### config.mk
export PLATFORM = sky130hd
export DESIGN_NAME = sm83_alu_flags_unit_flat
export DESIGN_NICKNAME = d
export VERILOG_FILES = /design/src/rtl/core/sm83alu_pkg.sv /design/src/rtl/core/sm83alu_if.sv /design/src/rtl/core/sm83_alu_flags_unit.sv /design/src/rtl/core/sm83alu_core.sv /design/src/flat_wrapper.sv
export SDC_FILE = /design/constraint.sdc
export NUM_CORES = 1
export LEC_CHECK = 0
export ABC_AREA = 1
export BUFFER_PORTS_ARGS = -buffer_cell sky130_fd_sc_hd__buf_2
export CORE_AREA = 2 2 161 163
export DETAILED_ROUTE_END_ITERATION = 16
export DIE_AREA = 0 0 163 165
export GPL_ROUTABILITY_DRIVEN = 0
export MAX_ROUTING_LAYER = met4
export PLACE_DENSITY_LB_ADDON = 0.25
export SYNTH_ARGS = -nofsm -noshare
export SYNTH_HDL_FRONTEND = slang
export SYNTH_SLANG_ARGS = --single-unit
### constraint.sdc
create_clock -name clk -period 3.35 [get_ports clk]
set_clock_uncertainty 0.1 [all_clocks]
set_input_delay 0.1675 -clock clk [delete_from_list [all_inputs] [get_ports clk]]
set_output_delay 0.1675 -clock clk [all_outputs]
set_load 0.005 [all_outputs]
### src/rtl/core/sm83alu_pkg.sv
// Shared types and operation codes for the SM83 ALU and flag unit.
// Used by the channel interfaces, the compute core and the top level.
package sm83alu_pkg;

  localparam int unsigned FuncWidth = 6;
  localparam int unsigned DataWidth = 16;
  localparam int unsigned ByteWidth = 8;
  localparam int unsigned BitIdxWidth = 3;

  typedef logic [FuncWidth-1:0] func_t;

  localparam func_t OP_ADD8  = 6'd0;
  localparam func_t OP_ADC8  = 6'd1;
  localparam func_t OP_SUB8  = 6'd2;
  localparam func_t OP_SBC8  = 6'd3;
  localparam func_t OP_INC8  = 6'd4;
  localparam func_t OP_DEC8  = 6'd5;
  localparam func_t OP_AND8  = 6'd6;
  localparam func_t OP_OR8   = 6'd7;
  localparam func_t OP_XOR8  = 6'd8;
  localparam func_t OP_CP8   = 6'd9;
  localparam func_t OP_ADD16 = 6'd10;
  localparam func_t OP_INC16 = 6'd11;
  localparam func_t OP_DEC16 = 6'd12;
  localparam func_t OP_ADDSP = 6'd13;
  localparam func_t OP_RLCA  = 6'd14;
  localparam func_t OP_RRCA  = 6'd15;
  localparam func_t OP_RLA   = 6'd16;
  localparam func_t OP_RRA   = 6'd17;
  localparam func_t OP_RLC   = 6'd18;
  localparam func_t OP_RRC   = 6'd19;
  localparam func_t OP_RL    = 6'd20;
  localparam func_t OP_RR    = 6'd21;
  localparam func_t OP_SLA   = 6'd22;
  localparam func_t OP_SRA   = 6'd23;
  localparam func_t OP_SRL   = 6'd24;
  localparam func_t OP_SWAP  = 6'd25;
  localparam func_t OP_BIT   = 6'd26;
  localparam func_t OP_RES   = 6'd27;
  localparam func_t OP_SET   = 6'd28;
  localparam func_t OP_DAA   = 6'd29;
  localparam func_t OP_CPL   = 6'd30;
  localparam func_t OP_CCF   = 6'd31;
  localparam func_t OP_SCF   = 6'd32;

  localparam logic [3:0]  NibbleMax    = 4'h9;
  localparam logic [8:0]  DaaHighLimit = 9'h09F;
  localparam logic [8:0]  DaaLowAdj    = 9'h006;
  localparam logic [8:0]  DaaHighAdj   = 9'h060;

  typedef struct packed {
    func_t                  func;
    logic [DataWidth-1:0]   first_value;
    logic [DataWidth-1:0]   second_value;
    logic [BitIdxWidth-1:0] bit_number;
    logic                   zero_in;
    logic                   subtract_in;
    logic                   half_in;
    logic                   carry_in;
  } alu_req_t;

  typedef struct packed {
    logic [DataWidth-1:0] value_out;
    logic                 zero_out;
    logic                 subtract_out;
    logic                 half_out;
    logic                 carry_out;
  } alu_rsp_t;

endpackage

### src/rtl/core/sm83alu_if.sv
// Valid/ready channel interfaces for the SM83 ALU request and response words.
// Depends on sm83alu_pkg for the field widths.
interface sm83alu_in_if;
  logic                                    valid;
  logic                                    ready;
  sm83alu_pkg::func_t                      func;
  logic [sm83alu_pkg::DataWidth-1:0]       first_value;
  logic [sm83alu_pkg::DataWidth-1:0]       second_value;
  logic [sm83alu_pkg::BitIdxWidth-1:0]     bit_number;
  logic                                    zero_in;
  logic                                    subtract_in;
  logic                                    half_in;
  logic                                    carry_in;

  modport source (
    output valid, func, first_value, second_value, bit_number,
           zero_in, subtract_in, half_in, carry_in,
    input  ready
  );
  modport sink (
    input  valid, func, first_value, second_value, bit_number,
           zero_in, subtract_in, half_in, carry_in,
    output ready
  );
endinterface

interface sm83alu_out_if;
  logic                              valid;
  logic                              ready;
  logic [sm83alu_pkg::DataWidth-1:0] value_out;
  logic                              zero_out;
  logic                              subtract_out;
  logic                              half_out;
  logic                              carry_out;

  modport source (
    output valid, value_out, zero_out, subtract_out, half_out, carry_out,
    input  ready
  );
  modport sink (
    input  valid, value_out, zero_out, subtract_out, half_out, carry_out,
    output ready
  );
endinterface

### src/rtl/core/sm83_alu_flags_unit.sv
// SM83 ALU and flag unit top level: request register, datapath, response register.
// An accepted request word is held in the request register, and its response word in the response register.
// Throughput is one word per cycle; both stages advance together while the output drains.
// A stalled response holds in the output register; the request stage can still fill but then holds.
// Reset (rst_n low, synchronous) empties both stages; payload registers are not reset.
// Depends on sm83alu_pkg, sm83alu_if and sm83alu_core.
module sm83_alu_flags_unit (
  input  logic                 clk,
  input  logic                 rst_n,
  sm83alu_in_if.sink           in_ch,
  sm83alu_out_if.source        out_ch
);

  logic                  req_valid_r;
  sm83alu_pkg::alu_req_t req_r;
  logic                  rsp_valid_r;
  sm83alu_pkg::alu_rsp_t rsp_r;
  sm83alu_pkg::alu_rsp_t rsp_nxt;
  logic                  rsp_adv;
  logic                  in_take;

  assign rsp_adv     = !rsp_valid_r || out_ch.ready;
  assign in_ch.ready = !req_valid_r || rsp_adv;
  assign in_take     = in_ch.valid && in_ch.ready;

  sm83alu_core u_core (
    .req (req_r),
    .rsp (rsp_nxt)
  );

  always_ff @(posedge clk) begin
    if (!rst_n) begin
      req_valid_r <= 1'b0;
      rsp_valid_r <= 1'b0;
    end else begin
      if (in_ch.ready) begin
        req_valid_r <= in_ch.valid;
      end
      if (rsp_adv) begin
        rsp_valid_r <= req_valid_r;
      end
    end
  end

  always_ff @(posedge clk) begin
    if (in_take) begin
      req_r.func         <= in_ch.func;
      req_r.first_value  <= in_ch.first_value;
      req_r.second_value <= in_ch.second_value;
      req_r.bit_number   <= in_ch.bit_number;
      req_r.zero_in      <= in_ch.zero_in;
      req_r.subtract_in  <= in_ch.subtract_in;
      req_r.half_in      <= in_ch.half_in;
      req_r.carry_in     <= in_ch.carry_in;
    end
    if (rsp_adv && req_valid_r) begin
      rsp_r <= rsp_nxt;
    end
  end

  assign out_ch.valid        = rsp_valid_r;
  assign out_ch.value_out    = rsp_r.value_out;
  assign out_ch.zero_out     = rsp_r.zero_out;
  assign out_ch.subtract_out = rsp_r.subtract_out;
  assign out_ch.half_out     = rsp_r.half_out;
  assign out_ch.carry_out    = rsp_r.carry_out;

endmodule

### src/rtl/core/sm83alu_core.sv
// Combinational SM83 ALU datapath: result value and new flags for one request word.
// Depends on sm83alu_pkg for operation codes and the request/response structs.
module sm83alu_core (
  input  sm83alu_pkg::alu_req_t req,
  output sm83alu_pkg::alu_rsp_t rsp
);

  logic [7:0]  a;
  logic [7:0]  b;
  logic [15:0] x;
  logic [15:0] y;
  logic        cin;
  logic        use_c;
  logic [8:0]  add9;
  logic [4:0]  addh5;
  logic [8:0]  sub9;
  logic [4:0]  subh5;
  logic [16:0] add17;
  logic [12:0] addh13;
  logic [8:0]  spc9;
  logic [4:0]  sph5;
  logic [15:0] sp_sum;
  logic [7:0]  bit_mask;
  logic [8:0]  daa_lo;
  logic [8:0]  daa_hi;
  logic [7:0]  daa_s1;
  logic [7:0]  daa_s2;
  logic [7:0]  r8;

  assign a   = req.first_value[7:0];
  assign b   = req.second_value[7:0];
  assign x   = req.first_value;
  assign y   = req.second_value;
  assign cin = req.carry_in;

  assign use_c  = cin & ((req.func == sm83alu_pkg::OP_ADC8) ||
                         (req.func == sm83alu_pkg::OP_SBC8));
  assign add9   = {1'b0, a} + {1'b0, b} + {8'b0, use_c};
  assign addh5  = {1'b0, a[3:0]} + {1'b0, b[3:0]} + {4'b0, use_c};
  assign sub9   = {1'b0, a} - {1'b0, b} - {8'b0, use_c};
  assign subh5  = {1'b0, a[3:0]} - {1'b0, b[3:0]} - {4'b0, use_c};
  assign add17  = {1'b0, x} + {1'b0, y};
  assign addh13 = {1'b0, x[11:0]} + {1'b0, y[11:0]};
  assign spc9   = {1'b0, x[7:0]} + {1'b0, b};
  assign sph5   = {1'b0, x[3:0]} + {1'b0, b[3:0]};
  assign sp_sum = x + {{8{b[7]}}, b};
  assign bit_mask = 8'b1 << req.bit_number;

  // Decimal adjust: add mode corrects the low then the high digit on the
  // running 9-bit value, subtract mode only follows the incoming H and C.
  always_comb begin
    daa_lo = {1'b0, a};
    if (req.half_in || (a[3:0] > sm83alu_pkg::NibbleMax)) begin
      daa_lo = {1'b0, a} + sm83alu_pkg::DaaLowAdj;
    end
    daa_hi = daa_lo;
    if (cin || (daa_lo > sm83alu_pkg::DaaHighLimit)) begin
      daa_hi = daa_lo + sm83alu_pkg::DaaHighAdj;
    end
    daa_s1 = req.half_in ? (a - sm83alu_pkg::DaaLowAdj[7:0]) : a;
    daa_s2 = cin ? (daa_s1 - sm83alu_pkg::DaaHighAdj[7:0]) : daa_s1;
  end

  always_comb begin
    rsp.value_out    = x;
    rsp.zero_out     = req.zero_in;
    rsp.subtract_out = req.subtract_in;
    rsp.half_out     = req.half_in;
    rsp.carry_out    = cin;
    r8               = 8'h00;
    unique case (req.func)
      sm83alu_pkg::OP_ADD8, sm83alu_pkg::OP_ADC8: begin
        r8 = add9[7:0];
        rsp.value_out = {8'h00, r8};
        rsp.zero_out = (r8 == 8'h00);
        rsp.subtract_out = 1'b0;
        rsp.half_out = addh5[4];
        rsp.carry_out = add9[8];
      end
      sm83alu_pkg::OP_SUB8, sm83alu_pkg::OP_SBC8: begin
        r8 = sub9[7:0];
        rsp.value_out = {8'h00, r8};
        rsp.zero_out = (r8 == 8'h00);
        rsp.subtract_out = 1'b1;
        rsp.half_out = subh5[4];
        rsp.carry_out = sub9[8];
      end
      sm83alu_pkg::OP_CP8: begin
        rsp.zero_out = (sub9[7:0] == 8'h00);
        rsp.subtract_out = 1'b1;
        rsp.half_out = subh5[4];
        rsp.carry_out = sub9[8];
      end
      sm83alu_pkg::OP_INC8: begin
        r8 = a + 8'd1;
        rsp.value_out = {8'h00, r8};
        rsp.zero_out = (r8 == 8'h00);
        rsp.subtract_out = 1'b0;
        rsp.half_out = (a[3:0] == 4'hF);
      end
      sm83alu_pkg::OP_DEC8: begin
        r8 = a - 8'd1;
        rsp.value_out = {8'h00, r8};
        rsp.zero_out = (r8 == 8'h00);
        rsp.subtract_out = 1'b1;
        rsp.half_out = (a[3:0] == 4'h0);
      end
      sm83alu_pkg::OP_AND8, sm83alu_pkg::OP_OR8, sm83alu_pkg::OP_XOR8: begin
        if (req.func == sm83alu_pkg::OP_AND8) begin
          r8 = a & b;
        end else if (req.func == sm83alu_pkg::OP_OR8) begin
          r8 = a | b;
        end else begin
          r8 = a ^ b;
        end
        rsp.value_out = {8'h00, r8};
        rsp.zero_out = (r8 == 8'h00);
        rsp.subtract_out = 1'b0;
        rsp.half_out = (req.func == sm83alu_pkg::OP_AND8);
        rsp.carry_out = 1'b0;
      end
      sm83alu_pkg::OP_ADD16: begin
        rsp.value_out = add17[15:0];
        rsp.subtract_out = 1'b0;
        rsp.half_out = addh13[12];
        rsp.carry_out = add17[16];
      end
      sm83alu_pkg::OP_INC16: begin
        rsp.value_out = x + 16'd1;
      end
      sm83alu_pkg::OP_DEC16: begin
        rsp.value_out = x - 16'd1;
      end
      sm83alu_pkg::OP_ADDSP: begin
        rsp.value_out = sp_sum;
        rsp.zero_out = 1'b0;
        rsp.subtract_out = 1'b0;
        rsp.half_out = sph5[4];
        rsp.carry_out = spc9[8];
      end
      sm83alu_pkg::OP_RLCA, sm83alu_pkg::OP_RLC: begin
        r8 = {a[6:0], a[7]};
        rsp.value_out = {8'h00, r8};
        rsp.zero_out = (req.func == sm83alu_pkg::OP_RLC) && (r8 == 8'h00);
        rsp.subtract_out = 1'b0;
        rsp.half_out = 1'b0;
        rsp.carry_out = a[7];
      end
      sm83alu_pkg::OP_RRCA, sm83alu_pkg::OP_RRC: begin
        r8 = {a[0], a[7:1]};
        rsp.value_out = {8'h00, r8};
        rsp.zero_out = (req.func == sm83alu_pkg::OP_RRC) && (r8 == 8'h00);
        rsp.subtract_out = 1'b0;
        rsp.half_out = 1'b0;
        rsp.carry_out = a[0];
      end
      sm83alu_pkg::OP_RLA, sm83alu_pkg::OP_RL: begin
        r8 = {a[6:0], cin};
        rsp.value_out = {8'h00, r8};
        rsp.zero_out = (req.func == sm83alu_pkg::OP_RL) && (r8 == 8'h00);
        rsp.subtract_out = 1'b0;
        rsp.half_out = 1'b0;
        rsp.carry_out = a[7];
      end
      sm83alu_pkg::OP_RRA, sm83alu_pkg::OP_RR: begin
        r8 = {cin, a[7:1]};
        rsp.value_out = {8'h00, r8};
        rsp.zero_out = (req.func == sm83alu_pkg::OP_RR) && (r8 == 8'h00);
        rsp.subtract_out = 1'b0;
        rsp.half_out = 1'b0;
        rsp.carry_out = a[0];
      end
      sm83alu_pkg::OP_SLA: begin
        r8 = {a[6:0], 1'b0};
        rsp.value_out = {8'h00, r8};
        rsp.zero_out = (r8 == 8'h00);
        rsp.subtract_out = 1'b0;
        rsp.half_out = 1'b0;
        rsp.carry_out = a[7];
      end
      sm83alu_pkg::OP_SRA, sm83alu_pkg::OP_SRL: begin
        r8 = {(req.func == sm83alu_pkg::OP_SRA) & a[7], a[7:1]};
        rsp.value_out = {8'h00, r8};
        rsp.zero_out = (r8 == 8'h00);
        rsp.subtract_out = 1'b0;
        rsp.half_out = 1'b0;
        rsp.carry_out = a[0];
      end
      sm83alu_pkg::OP_SWAP: begin
        r8 = {a[3:0], a[7:4]};
        rsp.value_out = {8'h00, r8};
        rsp.zero_out = (r8 == 8'h00);
        rsp.subtract_out = 1'b0;
        rsp.half_out = 1'b0;
        rsp.carry_out = 1'b0;
      end
      sm83alu_pkg::OP_BIT: begin
        rsp.zero_out = ((a & bit_mask) == 8'h00);
        rsp.subtract_out = 1'b0;
        rsp.half_out = 1'b1;
      end
      sm83alu_pkg::OP_RES: begin
        rsp.value_out = {8'h00, a & ~bit_mask};
      end
      sm83alu_pkg::OP_SET: begin
        rsp.value_out = {8'h00, a | bit_mask};
      end
      sm83alu_pkg::OP_DAA: begin
        if (req.subtract_in) begin
          r8 = daa_s2;
          rsp.carry_out = cin;
        end else begin
          r8 = daa_hi[7:0];
          rsp.carry_out = cin | daa_hi[8];
        end
        rsp.value_out = {8'h00, r8};
        rsp.zero_out = (r8 == 8'h00);
        rsp.half_out = 1'b0;
      end
      sm83alu_pkg::OP_CPL: begin
        rsp.value_out = {8'h00, ~a};
        rsp.subtract_out = 1'b1;
        rsp.half_out = 1'b1;
      end
      sm83alu_pkg::OP_CCF, sm83alu_pkg::OP_SCF: begin
        rsp.subtract_out = 1'b0;
        rsp.half_out = 1'b0;
        rsp.carry_out = (req.func == sm83alu_pkg::OP_SCF) | ~cin;
      end
      default: begin
        rsp.value_out = x;
      end
    endcase
  end

endmodule
### src/flat_wrapper.sv
// flat-port wrapper written by rule: the top's interface ports become plain ports
module sm83_alu_flags_unit_flat 
  (clk, rst_n, in_ch_valid, in_ch_func, in_ch_first_value, in_ch_second_value, in_ch_bit_number, in_ch_zero_in, in_ch_subtract_in, in_ch_half_in, in_ch_carry_in, in_ch_ready, out_ch_valid, out_ch_value_out, out_ch_zero_out, out_ch_subtract_out, out_ch_half_out, out_ch_carry_out, out_ch_ready);
  sm83alu_in_if in_ch_i ();
  sm83alu_out_if out_ch_i ();
  input  logic clk;
  input  logic rst_n;
  input wire logic [$bits(in_ch_i.valid)-1:0] in_ch_valid;
  input wire logic [$bits(in_ch_i.func)-1:0] in_ch_func;
  input wire logic [$bits(in_ch_i.first_value)-1:0] in_ch_first_value;
  input wire logic [$bits(in_ch_i.second_value)-1:0] in_ch_second_value;
  input wire logic [$bits(in_ch_i.bit_number)-1:0] in_ch_bit_number;
  input wire logic [$bits(in_ch_i.zero_in)-1:0] in_ch_zero_in;
  input wire logic [$bits(in_ch_i.subtract_in)-1:0] in_ch_subtract_in;
  input wire logic [$bits(in_ch_i.half_in)-1:0] in_ch_half_in;
  input wire logic [$bits(in_ch_i.carry_in)-1:0] in_ch_carry_in;
  output wire logic [$bits(in_ch_i.ready)-1:0] in_ch_ready;
  output wire logic [$bits(out_ch_i.valid)-1:0] out_ch_valid;
  output wire logic [$bits(out_ch_i.value_out)-1:0] out_ch_value_out;
  output wire logic [$bits(out_ch_i.zero_out)-1:0] out_ch_zero_out;
  output wire logic [$bits(out_ch_i.subtract_out)-1:0] out_ch_subtract_out;
  output wire logic [$bits(out_ch_i.half_out)-1:0] out_ch_half_out;
  output wire logic [$bits(out_ch_i.carry_out)-1:0] out_ch_carry_out;
  input wire logic [$bits(out_ch_i.ready)-1:0] out_ch_ready;
  assign in_ch_i.valid = in_ch_valid;
  assign in_ch_i.func = in_ch_func;
  assign in_ch_i.first_value = in_ch_first_value;
  assign in_ch_i.second_value = in_ch_second_value;
  assign in_ch_i.bit_number = in_ch_bit_number;
  assign in_ch_i.zero_in = in_ch_zero_in;
  assign in_ch_i.subtract_in = in_ch_subtract_in;
  assign in_ch_i.half_in = in_ch_half_in;
  assign in_ch_i.carry_in = in_ch_carry_in;
  assign in_ch_ready = in_ch_i.ready;
  assign out_ch_valid = out_ch_i.valid;
  assign out_ch_value_out = out_ch_i.value_out;
  assign out_ch_zero_out = out_ch_i.zero_out;
  assign out_ch_subtract_out = out_ch_i.subtract_out;
  assign out_ch_half_out = out_ch_i.half_out;
  assign out_ch_carry_out = out_ch_i.carry_out;
  assign out_ch_i.ready = out_ch_ready;
  sm83_alu_flags_unit u_core (.clk(clk), .rst_n(rst_n), .in_ch(in_ch_i), .out_ch(out_ch_i));
endmodule
==> run metrics <==
status finished, final reports clean; Crit Path Max Fanout 3; commonest non-fill, non-tap cell in the layout nand2_1; Post-DP Area 8620 um2; IO buf count 70; worst hold slack 4.61 ps; DP Wirelength 21.9 mm; Critical Path Start Type flop; number of vias per cell 5.11; share of cells above drive strength 1 19.2%; Initial Utilization 29.7%; DR DRC count 0; synth unique cells 55; worst-margin pin slew 1050 ps; antenna cells 0; Post-Layout Cell Count 1,588; Clk Latency, worst-skew pair 360 ps; Ports 71; DR vias 8,112; Die Y 165 um; Synth Warn # 0; GRT Residual Overflow 0; Max Slew Vio Count 0; Die ar. 26,900 um2; Post-synth ARST share 0%; Reg clk slew, reported paths 60 ps; Power Density 333 nW/um2; critical path endpoint category flop; pin count of the biggest net entering global routing 46; post-synthesis sequential area ratio 26.8%; Area contributors post-synth edfxtp_1 26%, nand2_1 13%, ha_1 11%, inv_1 6.4%, nand3_1 5.5%; Setup WS pre-CTS -62.3 ps; endpoints failing hold 0; Yosys top cell area share 26.2%; Sw Share 35.3%; P_leak 4.55 nW; H-tree levels 3; final setup vio count 0; placed cell count 1,516; Post-Layout Inst Area 9540 um2; ANT nets after route 0; total track usage 21.7%; Fillers 2,699; initial antenna violation count 0; Top FF cell, synth edfxtp_1; flip-flop and latch count after synthesis 67; number of flops mapped to enable cells by yosys 65; cell row count 58; CTS root buf clkbuf_16; Worst VDD drop 216 uV; commonest non-fill, non-tap cells in the layout 247 x nand2_1, 123 x inv_1, 100 x nor2_1; total negative slack 0 ps; Die X 163 um; first-pass GRT wire length 43.1 mm; Comb pwr share 32.4%; total power 3.18 mW; core area 25,000 um2; final wirelength 27.9 mm; crit path kind reg -> reg; vias in the first global route 7,756; clk buf depth 2; Psw 1.12 mW; CTS tree built; Reg2Reg Setup Slack 140 ps; Syn Inst Count 1,066; syn_area_per_cell 6.98 um2; Iter 0 DRT Violations 709; Max Cap Viol 0; P&R area growth vs syn 28.3%; CTS buffer count 9; Relative slew margins 29.7%; Fmax 311 MHz; Seq pwr share 32.5%; worst endpoint required time 3360 ps; Yosys top cell by area edfxtp_1; Syn Nets 1,185; nets 1,372; final core occ 38.1%; CTS Sinks 67; Int Pwr 2.06 mW; min Tclk post-route 3210 ps; Synth Cell Area 7440 um2; Hold Crit Class in -> reg; wire length per cell 17.6 um; clock share of power 35.2%; TritonRoute pass-1 iters 6; crit share post-route 95.9%; setup ws final 138 ps; arrival time at the worst endpoint 3220 ps
==> synth_stat cells (4+ instances only) <==
master       n
xnor2_1     11
edfxtp_1    65
nor2_1     104
inv_1      126
nand2_1    250
clkbuf_1     5
nor2_2       7
inv_2       10
o211ai_1    15
o21ai_0     68
o21bai_1     4
fa_1         4
o2111ai_1    7
nand3_1     81
nand4_1     27
buf_2        9
a211oi_1     4
nand2_2     13
ha_1        66
nand3b_1     5
nor3_1      19
nor2_4       8
or2_2       10
o22ai_1     18
a21oi_1     56
nand3_2      5
xor2_1      20
==> layer usage <==
layer / GRT usage (%) / part of all wire (%) / wire length (um) / vias up
li1: - / - / - / 4008
met1: 26.9 / 44 / 12300 / 3722
met2: 34.3 / 45 / 12400 / 301
met3: 4.82 / 7.0 / 1960 / 81
met4: 8.81 / 4.2 / 1170 / 0
met5: - / 0 / 0 / -
==> power by group through the flow <==
stage               Sequential (mW)  Combinational, mW  Clock, mW
finish                         1.03               1.03       1.12
global route                   1.04               1.14       1.17
CTS                            1.03              0.999       1.14
detailed placement             1.05              0.950          0
global placement               1.05              0.948          0
floorplan                      1.04              0.613          0
==> cell families (layout without fill, tap and decap cells) <==
family,Yosys count,in the layout,synth area share [%]
and+or+nand+nor,541,541,33.1
DFF,67,67,26.8
adders and majority gates,70,70,12.2
AOI/OAI and AO/OA,199,199,15.9
buffers and inverters,158,350,8.41
xor gates and xnor gates,31,31,3.65
==> timing repair <==
action / 4_1_cts / 5_1_grt
buffers inserted: 0 / 9
endpoints found under the hold margin: 47 / 0
hold buffers: 47 / 0
endpoints found under the setup margin: 4 / 13
pin swaps: 0 / 19
resized for setup: 2 / 27
gates cloned: 0 / 0
==> path summary, 6_finish.rpt <==
path	depth (start not counted)	startpoint	to
worst min register to register	2	u_core.req_valid_r	u_core.out_ch.valid
worst min-delay path	3	in_ch_valid	u_core.req_valid_r
worst max-delay path	18	u_core.req_r[42]	u_core.out_ch.value_out[5]
worst max register to register	18	u_core.req_r[42]	u_core.out_ch.value_out[5]
==> registers in the layout (all words and copies together) (netlist names) <==
register,count
u_core.out_ch.half_out,1
u_core.out_ch.value_out,16
u_core.req_r,45
u_core.out_ch.zero_out,1
u_core.out_ch.carry_out,1
u_core.out_ch.subtract_out,1
u_core.out_ch.valid,1
u_core.req_valid_r,1
==> layout make-up <==
class	instances	area [um2]	area share (%)
inverters	140	528	5.53
flip-flops and latches	67	1990	20.9
multi-input cells	841	4880	51.1
clock buffers	9	225	2.36
well taps	330	413	4.33
clock inverters	7	106	1.11
repair buffers	194	1400	14.7
==> worst max-delay path, stage by stage, from the launching register on <==
cell and delay [ps]:
edfxtp_1 430, nor2_2 190, inv_2 80, nor2_4 140
nand3_4 120, fa_2 600, inv_2 50, ha_2 170
o21ai_2 100, nand2_1 80, a21oi_2 150, xor2_1 210
nor2_1 90, nor2_2 90, nand2_1 50, nor2_1 90
nand2_1 60, nor2_1 110, a21oi_1 80
(Power assumes the default switching activity.)
